**config.mk**
```make
export PLATFORM = sky130hd
export DESIGN_NAME = uvsg_fifo
export DESIGN_NICKNAME = d
export VERILOG_FILES = /design/src/rtl/uvsg_pkg.sv /design/src/rtl/uvsg_fifo.sv
export SDC_FILE = /design/constraint.sdc
export NUM_CORES = 1
export LEC_CHECK = 0
export ABC_AREA = 1
export BUFFER_PORTS_ARGS = -buffer_cell sky130_fd_sc_hd__buf_2
export CORE_UTILIZATION = 58
export DETAILED_ROUTE_END_ITERATION = 7
export GPL_ROUTABILITY_DRIVEN = 0
export MAX_ROUTING_LAYER = met4
export PLACE_DENSITY = 0.85
export SLEW_MARGIN = 5
export SYNTH_ARGS = -nofsm -noshare
export SYNTH_HDL_FRONTEND = slang
export SYNTH_SLANG_ARGS = --single-unit
```
**constraint.sdc**
```tcl
create_clock -name clk -period 3.55 [get_ports clk]
set_input_delay 0.355 -clock clk [delete_from_list [all_inputs] [get_ports clk]]
set_output_delay 0.355 -clock clk [all_outputs]
set_load 0.01 [all_outputs]
```
**src/rtl/uvsg_pkg.sv**
```systemverilog
`default_nettype none
package uvsg_pkg;

    localparam int MAX_SLICES   = 256;
    localparam int MAX_STACKS   = 256;
    localparam int CORDIC_STEPS = 16;
    localparam int DIV_BITS     = 16;
    localparam int FIFO_DEPTH   = 4;
    localparam int PTR_W        = $clog2(FIFO_DEPTH);

    localparam logic [33:0] CORDIC_GAIN = 34'sd652032874;
    localparam logic signed [33:0] ONE_Q30 = 34'sd1073741824;

    localparam logic [1:0] REG_RADIUS = 2'd0;
    localparam logic [1:0] REG_SLICES = 2'd1;
    localparam logic [1:0] REG_STACKS = 2'd2;

    localparam logic [15:0] RADIUS_RST = 16'd256;
    localparam logic [8:0]  SLICES_RST = 9'd16;
    localparam logic [8:0]  STACKS_RST = 9'd8;

    typedef struct packed {
        logic [16:0] k1;
        logic [16:0] k2;
        logic        up;
        logic        lo;
    } side_t;

    typedef struct packed {
        logic [8:0] row;
        logic [8:0] col;
        logic [8:0] slices;
        logic [8:0] stacks;
        side_t      side;
    } item_t;

    typedef struct packed {
        logic [8:0]  slices;
        logic [8:0]  stacks;
        logic [8:0]  rem_u;
        logic [8:0]  rem_v;
        logic [16:0] q_u;
        logic [16:0] q_v;
        side_t       side;
    } div_t;

    typedef struct packed {
        logic [16:0] tex_u;
        logic [16:0] tex_v;
        side_t       side;
    } post_t;

    function automatic logic [31:0] atan_turn(input int i);
        logic [31:0] r;
        begin
            unique case (i)
                0:  r = 32'd536870912;
                1:  r = 32'd316933406;
                2:  r = 32'd167458907;
                3:  r = 32'd85004756;
                4:  r = 32'd42667331;
                5:  r = 32'd21354465;
                6:  r = 32'd10679838;
                7:  r = 32'd5340245;
                8:  r = 32'd2670163;
                9:  r = 32'd1335087;
                10: r = 32'd667544;
                11: r = 32'd333772;
                12: r = 32'd166886;
                13: r = 32'd83443;
                14: r = 32'd41722;
                15: r = 32'd20861;
                16: r = 32'd10430;
                17: r = 32'd5215;
                18: r = 32'd2608;
                19: r = 32'd1304;
                20: r = 32'd652;
                21: r = 32'd326;
                22: r = 32'd163;
                23: r = 32'd81;
                default: r = 32'd0;
            endcase
            return r;
        end
    endfunction

    // round-shifted position, saturated to +-65535
    function automatic logic [16:0] sat_pos(input logic signed [63:0] v);
        logic [16:0] r;
        begin
            if (v > 64'sd65535)
                r = 17'sd65535;
            else if (v < -64'sd65535)
                r = -17'sd65535;
            else
                r = v[16:0];
            return r;
        end
    endfunction

    // negate and saturate to [-32768, 32768]
    function automatic logic [16:0] sat_norm(input logic signed [63:0] n);
        logic signed [63:0] m;
        logic [16:0]        r;
        begin
            m = -n;
            if (m > 64'sd32768)
                r = 17'sd32768;
            else if (m < -64'sd32768)
                r = -17'sd32768;
            else
                r = m[16:0];
            return r;
        end
    endfunction

endpackage
`default_nettype wire

```
**src/rtl/uvsg_fifo.sv**
```systemverilog
`default_nettype none
module uvsg_fifo (
    input  wire logic            clk,
    input  wire logic            rst_n,
    input  wire logic            push,
    input  wire uvsg_pkg::item_t push_data,
    input  wire logic            pop,
    output      uvsg_pkg::item_t head,
    output      logic            empty,
    output      logic            full
);
    import uvsg_pkg::*;

    item_t            mem_reg [FIFO_DEPTH];
    logic [PTR_W-1:0] wr_ptr_reg, rd_ptr_reg;
    logic [PTR_W:0]   count_reg;

    assign empty = (count_reg == '0);
    assign full  = (count_reg == (PTR_W+1)'(FIFO_DEPTH));
    assign head  = mem_reg[rd_ptr_reg];

    always_ff @(posedge clk)
    begin
        if (push)
            mem_reg[wr_ptr_reg] <= push_data;
    end

    always_ff @(posedge clk or negedge rst_n)
    begin
        if (!rst_n)
        begin
            wr_ptr_reg <= '0;
            rd_ptr_reg <= '0;
            count_reg  <= '0;
        end
        else
        begin
            if (push)
                wr_ptr_reg <= wr_ptr_reg + 1'b1;
            if (pop)
                rd_ptr_reg <= rd_ptr_reg + 1'b1;
            if (push && !pop)
                count_reg <= count_reg + 1'b1;
            else if (pop && !push)
                count_reg <= count_reg - 1'b1;
        end
    end

endmodule
`default_nettype wire

```
==> out/results.ini <==
[setup_path]
crit_fanout = 72
worstReg2RegStart = wr_ptr_reg[0]
regToRegEndpoint = mem_reg[2][5]
slowest_delay_ns = 0.91
path_cells = buf_4 -> nand2_1 -> o211ai_1 -> nand2_1 -> buf_2
cp.required_ns = 3.19
regToRegSetupSlack_ns = 1.46
r2r_cells = 5
crit_type = flip-flop to output port
worst_ep_arrival_time_ns = 2.30
startpoint_type = flip-flop
crit_slowest_cell = dfrtp_4
crit_path_end_kind = output port
crit_top_cell = nand2_1

[power_and_ir_drop]
p_clk_share_pct = 24.5
vdd_drop_max_mv = 0.547
pwr-share-comb_pct = 32.5
power_switching_share_pct = 34.3
power.leakage_nw = 5.52
total_power_mw = 11.3
power.switching_mw = 3.86
power.internal_mw = 7.40
p_seq_share_pct = 43.0
power.density_mw_per_mm2 = 827

[placement]
dp.cells = 1269
port_buffers = 149
placed_cell_area_mm2 = 0.0128
hpwl_mm = 13.3

[timing]
min_period_ns = 2.65
clock_skew_ns = 0.00799
hold_viol = 0
slew_headroom_pct = 38.7
fmax_ghz = 0.377
rsz0062_at_grt = false
slew_viol_final = 0
setup_viol_count_final = 0
setup_tns_ns = 0
worstMarginPinSlew_ns = 0.920
finalCritPeriodShare_pct = 74.7

[global_routing]
grt_pass1_wl_mm = 33.5
grt_pass1_vias = 6727
grt.overflow.total = 0
grt_util_all_layers_pct = 22.0
grt_max_degree = 73
antenna_found_initial = 1

[logic_synthesis]
yosys_warnings = 0
ys_types = 19
ys_seq_elements = 295
avgSynthCellArea_um2 = 13.2
synthCells = 887
ys_seq_area_share_pct = 75.2
syn-num-nets = 969
synth_area_leaders = edfxtp_1 74%, o211ai_1 9.2%, nand2_1 7.3%
syn_area_mm2 = 0.0117
synth_top_area_share_pct = 73.7
synth_top_area_cell = edfxtp_1

[die]
start_util_pct = 59.7
die_w_um = 144
row_count = 51
core_area_mm2 = 0.0197
dieArea_mm2 = 0.0208
die_h_um = 144
io-pin-count = 150

[drt]
final_antenna_net_count = 0
routedWlPerCell_um = 16.6
drc = 0
vias = 6956
routed_wl_mm = 21.9
first_pass_iters = 6
drt-initial-drc-count = 400
viasPerCell = 5.26

[cts]
cts.clk_slew.worst_paths_ns = 0.07
tritoncts = built
cts_buffer_depth = 3
clock_sinks = 295
postCtsSetupRepairBufs = 0
clock-root-buffer = clkbuf_16
cts_made_buffers = 28
cts_resized = 0
worstSkewPairLatency_ns = 0.53
htree_levels = 1

[outcome]
status = finished, final reports clean

[finish]
fin_nets = 1117
synthToLayoutAreaGrowth_pct = 16.0
largest_register_ffs = 288
stdcell_count = 1322
post_route_cells_drive_above_1_share_pct = 20.2
design_area_mm2 = 0.0136

[worst_hold_path]
holdPathEnd = mem_reg[3][57]
holdPathStages = 1
hold_start = push_data[57]
worst_hold_path_type = primary input to flip-flop

[flow_run]
maxCapViolCount = 0

-- repair_timing --
action	4_1_cts	5_1_grt
endpoints found under the hold margin	7	0
setup endpoints to repair	0	0
hold buffers	1	0
-- placed cells by master, fill, tap and decap left out --
cell type and n:
edfxtp_1 288, nand2_1 229, inv_1 151, buf_2 149
o211ai_1 144, clkbuf_16 29, clkinv_2 13, buf_4 12
clkbuf_1 6, ha_1 5, dfrtp_1 5, buf_12 4
xor2_1 3, clkinv_1 3, diode_2 2, nor3_1 2
clkinv_4 2, inv_2 1, xnor2_1 1, o21ai_1 1
nand3_1 1, nand4_1 1, fa_1 1, bufinv_16 1
dlygate4sd3_1 1, dfrtp_4 1, dfrtp_2 1
-- power groups by stage --
stage	Combinational [mW]	Sequential [mW]	Clock, mW
after floorplan	2.48	4.78	0
after global placement	3.60	4.88	0
after detailed placement	3.70	4.92	0
final	3.66	4.84	2.76
after CTS	3.72	4.85	2.81
after global routing	4.09	4.90	2.95
-- per-stage QoR --
| step | worst slack (ns) | utilization (%) | hold slack, ns |
|---|---|---|---|
| 2_1_floorplan | 1.05 | - | 0.0594 |
| 3_3_place_gp | 1.47 | 64.9 | 0.205 |
| 3_5_place_dp | 1.44 | 64.9 | 0.206 |
| 4_1_cts | 0.880 | 69.3 | 0.0183 |
| 5_1_grt | 0.694 | 69.3 | 0.0212 |
| 6_report | 0.896 | 69.3 | 0.0400 |
-- cell usage after synthesis --
master / number
clkbuf_1: 4
inv_2: 1
o21ai_1: 1
o211ai_1: 144
buf_6: 1
ha_1: 5
nor3_1: 2
edfxtp_1: 288
dfrtp_1: 7
fa_1: 1
buf_2: 39
nand2_1: 229
inv_1: 155
nand3_1: 1
nand4_1: 1
buf_1: 2
xnor2_1: 1
xor2_1: 3
buf_4: 2
-- cells by family (layout without fill, tap and decap cells) --
| family | Yosys count | after routing | synth area share (%) |
|---|---|---|---|
| compound gates | 145 | 145 | 9.25 |
| xor+xnor | 4 | 4 | 0.299 |
| fa+ha+maj | 6 | 6 | 0.704 |
| buf+inv | 204 | 372 | 7.07 |
| flops | 295 | 295 | 75.2 |
| other cells | 0 | 2 | 0 |
| simple gates | 233 | 233 | 7.50 |
-- routing by layer --
layer	GRT usage [%]	share of wire, %	vias to the layer above
li1	-	-	3382
met1	26.5	40	3336
met2	39.2	52	209
met3	3.44	6.3	29
met4	5.26	1.4	0
met5	-	0	-
-- worst max-delay path, delay by kind of cell (launching register included) --
family | cells | cell delay [ns]
AOI/OAI and AO/OA | 1 | 0.08
buffers and inverters | 2 | 0.56
DFF | 1 | 0.91
and+or+nand+nor | 2 | 0.20
-- layout make-up --
| class | instances | area [um2] |
|---|---|---|
| fill | 1317 | 6040 |
| clock inverter | 15 | 104 |
| timing repair buffer | 166 | 926 |
| tap | 265 | 332 |
| sequential | 295 | 8830 |
| clock buffer | 35 | 748 |
| inverter | 156 | 591 |
| antenna | 2 | 5.00 |
| multi-input combinational | 388 | 2080 |
-- worst max-delay path by stage --
| stage | startpoint | to | slack (ns) |
|---|---|---|---|
| after floorplan | wr_ptr_reg[0] | mem_reg[2][0] | 1.05 |
| after global placement | rd_ptr_reg[0] | head[22] | 1.47 |
| after global routing | rd_ptr_reg[0] | head[21] | 0.69 |
| after CTS | rd_ptr_reg[0] | head[10] | 0.88 |
| final | rd_ptr_reg[0] | head[21] | 0.90 |
| after detailed placement | rd_ptr_reg[0] | head[10] | 1.44 |
Power figures use the tool's default switching activity.
