File: src/rtl/uvsg_pkg.sv
`default_nettype none
package uvsg_pkg;

    localparam int MAX_SLICES   = 256;
    localparam int MAX_STACKS   = 256;
    localparam int CORDIC_STEPS = 16;
    localparam int DIV_BITS     = 16;
    localparam int FIFO_DEPTH   = 4;
    localparam int PTR_W        = $clog2(FIFO_DEPTH);

    localparam logic [33:0] CORDIC_GAIN = 34'sd652032874;
    localparam logic signed [33:0] ONE_Q30 = 34'sd1073741824;

    localparam logic [1:0] REG_RADIUS = 2'd0;
    localparam logic [1:0] REG_SLICES = 2'd1;
    localparam logic [1:0] REG_STACKS = 2'd2;

    localparam logic [15:0] RADIUS_RST = 16'd256;
    localparam logic [8:0]  SLICES_RST = 9'd16;
    localparam logic [8:0]  STACKS_RST = 9'd8;

    typedef struct packed {
        logic [16:0] k1;
        logic [16:0] k2;
        logic        up;
        logic        lo;
    } side_t;

    typedef struct packed {
        logic [8:0] row;
        logic [8:0] col;
        logic [8:0] slices;
        logic [8:0] stacks;
        side_t      side;
    } item_t;

    typedef struct packed {
        logic [8:0]  slices;
        logic [8:0]  stacks;
        logic [8:0]  rem_u;
        logic [8:0]  rem_v;
        logic [16:0] q_u;
        logic [16:0] q_v;
        side_t       side;
    } div_t;

    typedef struct packed {
        logic [16:0] tex_u;
        logic [16:0] tex_v;
        side_t       side;
    } post_t;

    function automatic logic [31:0] atan_turn(input int i);
        logic [31:0] r;
        begin
            unique case (i)
                0:  r = 32'd536870912;
                1:  r = 32'd316933406;
                2:  r = 32'd167458907;
                3:  r = 32'd85004756;
                4:  r = 32'd42667331;
                5:  r = 32'd21354465;
                6:  r = 32'd10679838;
                7:  r = 32'd5340245;
                8:  r = 32'd2670163;
                9:  r = 32'd1335087;
                10: r = 32'd667544;
                11: r = 32'd333772;
                12: r = 32'd166886;
                13: r = 32'd83443;
                14: r = 32'd41722;
                15: r = 32'd20861;
                16: r = 32'd10430;
                17: r = 32'd5215;
                18: r = 32'd2608;
                19: r = 32'd1304;
                20: r = 32'd652;
                21: r = 32'd326;
                22: r = 32'd163;
                23: r = 32'd81;
                default: r = 32'd0;
            endcase
            return r;
        end
    endfunction

    // round-shifted position, saturated to +-65535
    function automatic logic [16:0] sat_pos(input logic signed [63:0] v);
        logic [16:0] r;
        begin
            if (v > 64'sd65535)
                r = 17'sd65535;
            else if (v < -64'sd65535)
                r = -17'sd65535;
            else
                r = v[16:0];
            return r;
        end
    endfunction

    // negate and saturate to [-32768, 32768]
    function automatic logic [16:0] sat_norm(input logic signed [63:0] n);
        logic signed [63:0] m;
        logic [16:0]        r;
        begin
            m = -n;
            if (m > 64'sd32768)
                r = 17'sd32768;
            else if (m < -64'sd32768)
                r = -17'sd32768;
            else
                r = m[16:0];
            return r;
        end
    endfunction

endpackage
`default_nettype wire

File: src/rtl/uvsg_front.sv
`default_nettype none
module uvsg_front (
    input  wire logic               clk,
    input  wire logic               rst_n,
    input  wire logic               cfg_we,
    input  wire logic [1:0]         cfg_index,
    input  wire logic [15:0]        cfg_data,
    input  wire logic [8:0]         row_in,
    input  wire logic [8:0]         col_in,
    output      uvsg_pkg::item_t    item,
    output      logic [15:0]        radius
);
    import uvsg_pkg::*;

    logic [15:0] radius_reg;
    logic [8:0]  slices_reg;
    logic [8:0]  stacks_reg;
    logic [8:0]  s_eff, t_eff, row_c, col_c;
    logic [17:0] k1_full;

    always_ff @(posedge clk or negedge rst_n)
    begin
        if (!rst_n)
        begin
            radius_reg <= RADIUS_RST;
            slices_reg <= SLICES_RST;
            stacks_reg <= STACKS_RST;
        end
        else if (cfg_we)
        begin
            unique case (cfg_index)
                REG_RADIUS: radius_reg <= cfg_data;
                REG_SLICES: slices_reg <= cfg_data[8:0];
                REG_STACKS: stacks_reg <= cfg_data[8:0];
                default: ;
            endcase
        end
    end

    always_comb
    begin
        if (slices_reg == 9'd0)
            s_eff = 9'd1;
        else if (slices_reg > 9'(MAX_SLICES))
            s_eff = 9'(MAX_SLICES);
        else
            s_eff = slices_reg;
        if (stacks_reg == 9'd0)
            t_eff = 9'd1;
        else if (stacks_reg > 9'(MAX_STACKS))
            t_eff = 9'(MAX_STACKS);
        else
            t_eff = stacks_reg;
        row_c = (row_in > t_eff) ? t_eff : row_in;
        col_c = (col_in > s_eff) ? s_eff : col_in;
        k1_full = (18'(row_c) * (18'(s_eff) + 18'd1)) + 18'(col_c);

        item.row       = row_c;
        item.col       = col_c;
        item.slices    = s_eff;
        item.stacks    = t_eff;
        item.side.k1   = k1_full[16:0];
        item.side.k2   = 17'(k1_full + 18'(s_eff) + 18'd1);
        item.side.up   = (row_c != 9'd0) && (row_c < t_eff) && (col_c < s_eff);
        item.side.lo   = (row_c != 9'(t_eff - 9'd1)) && (row_c < t_eff) && (col_c < s_eff);
    end

    assign radius = radius_reg;

endmodule
`default_nettype wire

File: config.mk
export PLATFORM = sky130hd
export DESIGN_NAME = uvsg_front
export DESIGN_NICKNAME = d
export VERILOG_FILES = /design/src/rtl/uvsg_pkg.sv /design/src/rtl/uvsg_front.sv
export SDC_FILE = /design/constraint.sdc
export NUM_CORES = 1
export LEC_CHECK = 0
export ABC_AREA = 1
export BUFFER_PORTS_ARGS = -buffer_cell sky130_fd_sc_hd__buf_2
export CORE_UTILIZATION = 50
export CTS_BUF_LIST = sky130_fd_sc_hd__clkbuf_4
export DETAILED_ROUTE_END_ITERATION = 6
export GPL_TIMING_DRIVEN = 0
export HOLD_SLACK_MARGIN = 0.08
export PLACE_DENSITY = 0.79
export SYNTH_ARGS = -nofsm -noshare
export SYNTH_HDL_FRONTEND = slang
export SYNTH_SLANG_ARGS = --single-unit
export TNS_END_PERCENT = 10
File: constraint.sdc
create_clock -name clk -period 17.2 [get_ports clk]
set_input_delay 0.86 -clock clk [delete_from_list [all_inputs] [get_ports clk]]
set_output_delay 0.86 -clock clk [all_outputs]
set_load 0.02 [all_outputs]
==> Implementation_results.wiki <==
{| class="wikitable"
! Metric !! Value
|-
| Run status || finished clean
|-
| Pin count of the biggest net entering global routing || 35
|-
| Worst path max stage delay || 0.54 ns
|-
| Per-cell routed wire length || 13.71 um
|-
| Skew-Pair Late Insertion Delay || 0.32 ns
|-
| Adder-cell share of the synthesized area || 34.54%
|-
| Arrival time worst endpoint || 8.40 ns
|-
| Sort of element at the end of the critical path || output pin
|-
| Final-report hold violation count || 0
|-
| Number of warnings printed during yosys synthesis || 0
|-
| Unrepaired setup endpoints after global routing || no
|-
| Synthesis-to-layout area growth || 13.33%
|-
| Number of flip-flops under the largest register name || 16
|-
| Worst hold slack || 0.5026 ns
|-
| Detailed-route wire length || 17.79 mm
|-
| Number of DRC violations after detailed-routing iteration 0 || 446
|-
| Standard-cell rows || 42
|-
| Data required time of the critical path || 16.34 ns
|-
| Bufs on Longest Clock Path || 2
|-
| H-tree Lvls || 2
|-
| CTS sink cnt || 34
|-
| Final RePlAce weighted congestion || 0.9400
|-
| Relative slew slack || 50.96%
|-
| FF+latch area || 854.6 um^2
|-
| Flop and latch count out of synthesis || 34
|-
| Kind of cell with the highest combined delay on the critical path || adder cells
|-
| TritonCTS clock tree || done
|-
| Fraction of synthesis flops using an asynchronous set or reset pin || 100.0%
|-
| Core ar. || 0.01340 mm^2
|-
| Grt ovf || 0
|-
| Die outline height || 119.7 um
|-
| Slew at the pin with the worst max-slew slack || 0.7355 ns
|-
| Number of nets in the layout || 1314
|-
| Number of synthesized flops with an enable pin || 0
|-
| Count of hold-fix buffers inserted at cts || 0
|-
| Post-Synthesis Cell Area || 0.006925 mm^2
|-
| Shortest clock period the worst path allows after layout || 9.261 ns
|-
| Start-to-end type of the worst setup path || flop to output pin
|-
| Sequential cell area fraction in the yosys report || 12.34%
|-
| Combinational family with the most area after synthesis || adder cells
|-
| Average footprint of a synthesized cell || 7.045 um^2
|-
| Post-synthesis share of cell area spent on and, or, nand and nor gates || 28.85%
|-
| Global-route wire length before repair || 30.70 mm
|-
| Synth Area in Compound Gates || 8.166%
|-
| Detail Route Antenna Nets || 0
|-
| Worst setup slack after placement || 8.282 ns
|-
| Root Driver || sky130_fd_sc_hd__clkbuf_4
|-
| Die width || 119.7 um
|-
| Largest area contributor in the synthesized netlist || sky130_fd_sc_hd__fa_1
|-
| Startpoint Class || flop
|-
| PortBufs || 126
|-
| GRT Total Usage || 26.41%
|-
| Cell with the largest stage delay on the worst path || sky130_fd_sc_hd__fa_1
|-
| CTS buffer count || 5
|-
| Vias || 6669
|-
| Share of the synthesized area in the top cell type || 17.92%
|-
| Slack of the critical path || 7.939 ns
|-
| Final routed DRC violation total || 0
|-
| Portion of netlist area occupied by mux cells || 1.138%
|-
| Maximum fanout count along the critical path || 10
|-
| Clk_skew || 0 ns
|-
| Number of iterations in the first detailed-routing pass || 5
|-
| Leading register cell type out of synthesis || sky130_fd_sc_hd__dfrtp_1
|-
| Most frequent CP cell || sky130_fd_sc_hd__nand2_1
|-
| # setup viols final || 0
|-
| Mapped Cells || 983
|-
| Layout cells sized above 1 || 17.47%
|-
| Highest clock rate || 0.1080 GHz
|-
| Fillcell total || 1270
|-
| DIE AREA || 0.01433 mm^2
|-
| # diodes || 0
|-
| Tightest Hold Check Type || flop to flop
|-
| Pins over their slew limit || 0
|-
| Commonest cells after routing, fill and taps aside || 257 x sky130_fd_sc_hd__nand2_1, 178 x sky130_fd_sc_hd__inv_1, 127 x sky130_fd_sc_hd__buf_2
|-
| Distinct cells, synth || 48
|-
| Post-CTS repair timing setup buffer count || 0
|-
| Crit share post-route || 53.84%
|-
| Clock-pin slew on the worst setup and hold paths || 0.10 ns
|-
| Multi-input gate area || 0.005321 mm^2
|-
| Fraction of synthesized cell area in xor and xnor cells || 3.758%
|-
| Number of global-route vias before repair || 6725
|-
| Vias/cell || 5.138
|-
| Number of placed I/O pins || 127
|-
| Biggest area contributors in the synthesized netlist || sky130_fd_sc_hd__fa_1 18%, sky130_fd_sc_hd__ha_1 17%, sky130_fd_sc_hd__nand2_1 14%
|-
| Number of gates resized after cts || 0
|-
| Initial core utilization || 51.68%
|-
| Most common library cell in the layout ignoring fill and taps || sky130_fd_sc_hd__nand2_1
|-
| Initial antenna violation count || 0
|-
| HPWL Detailed || 15.11 mm
|-
| Max-cap check violation count || 0
|-
| Fin util || 58.57%
|-
| Fin Setup TNS || 0 ns
|-
| Number of buffer and inverter instances along the worst setup path || 7
|}
## worst register-to-register path, stage by stage, from the launching register on
cell	delay (ns)
sky130_fd_sc_hd__dfrtp_1	0.69
sky130_fd_sc_hd__nand2_1	0.10
sky130_fd_sc_hd__o21ai_0	0.10
## cells in the mapped netlist (all sizes together) (2+ instances only)
library cell / number
nand2: 269
inv: 192
nor2: 105
ha: 92
fa: 62
nand3: 51
o21ai: 49
a21oi: 32
dfrtp: 31
xor2: 18
nand4: 13
xnor2: 10
nor3: 9
nand3b: 8
clkbuf: 7
mux2: 7
dfstp: 3
or2: 3
and2: 2
clkinv: 2
conb: 2
o2111ai: 2
o211ai: 2
o21a: 2
## metrics by stage
stage / instance area, um^2 / instances
4_1_cts: 7849 / 1298
3_5_place_dp: 7795 / 1290
5_1_grt: 7849 / 1298
2_1_floorplan: 6944 / 988
6_report: 7849 / 1298
3_3_place_gp: 7795 / 1290
## kinds of logic (layout without fill, tap and decap cells)
logic type                 after synthesis  in the layout
other                                    2              7
DFF                                     34             34
xor gates and xnor gates                28             28
muxes                                    7              7
and+or+nand+nor                        461            461
AOI/OAI and AO/OA                       95             95
adders and majority gates              154            154
buffers and inverters                  202            336
## path summary, 6_finish.rpt
check                              startpoint            end  slack [ns]  cells after the start
worst max-delay path            stacks_reg[2]       item[17]        7.94                     40
worst min-delay path                radius[8]      radius[8]        0.50                      2
worst max register to register  slices_reg[8]  slices_reg[8]       16.24                      2
worst min register to register      radius[8]      radius[8]        0.50                      2
max in group asynchronous               rst_n  stacks_reg[4]       16.15                      1
min in group asynchronous               rst_n      radius[9]        0.58                      1
## per-layer routing
layer	vias up	share of wire, %	global-route usage (%)
met3	33	6.3	2.567
met1	3034	46	35.60
met4	0	2.2	7.266
met5	-	0	0
met2	254	45	45.09
li1	3348	-	-
## cell type report
cell class                 instances  share of cell area [%]
clock buffer                       6                  0.5739
multi-input combinational        752                   67.80
sequential                        34                   10.89
inverter                         194                   9.389
buffer                             8                  0.3985
tap                              176                   2.806
clock inverter                     2                  0.1116
timing repair buffer             126                   8.034
Power is left out: the tool's default activity adds up to more than one toggle a clock period on the data nets, which glitch-free logic cannot reach.
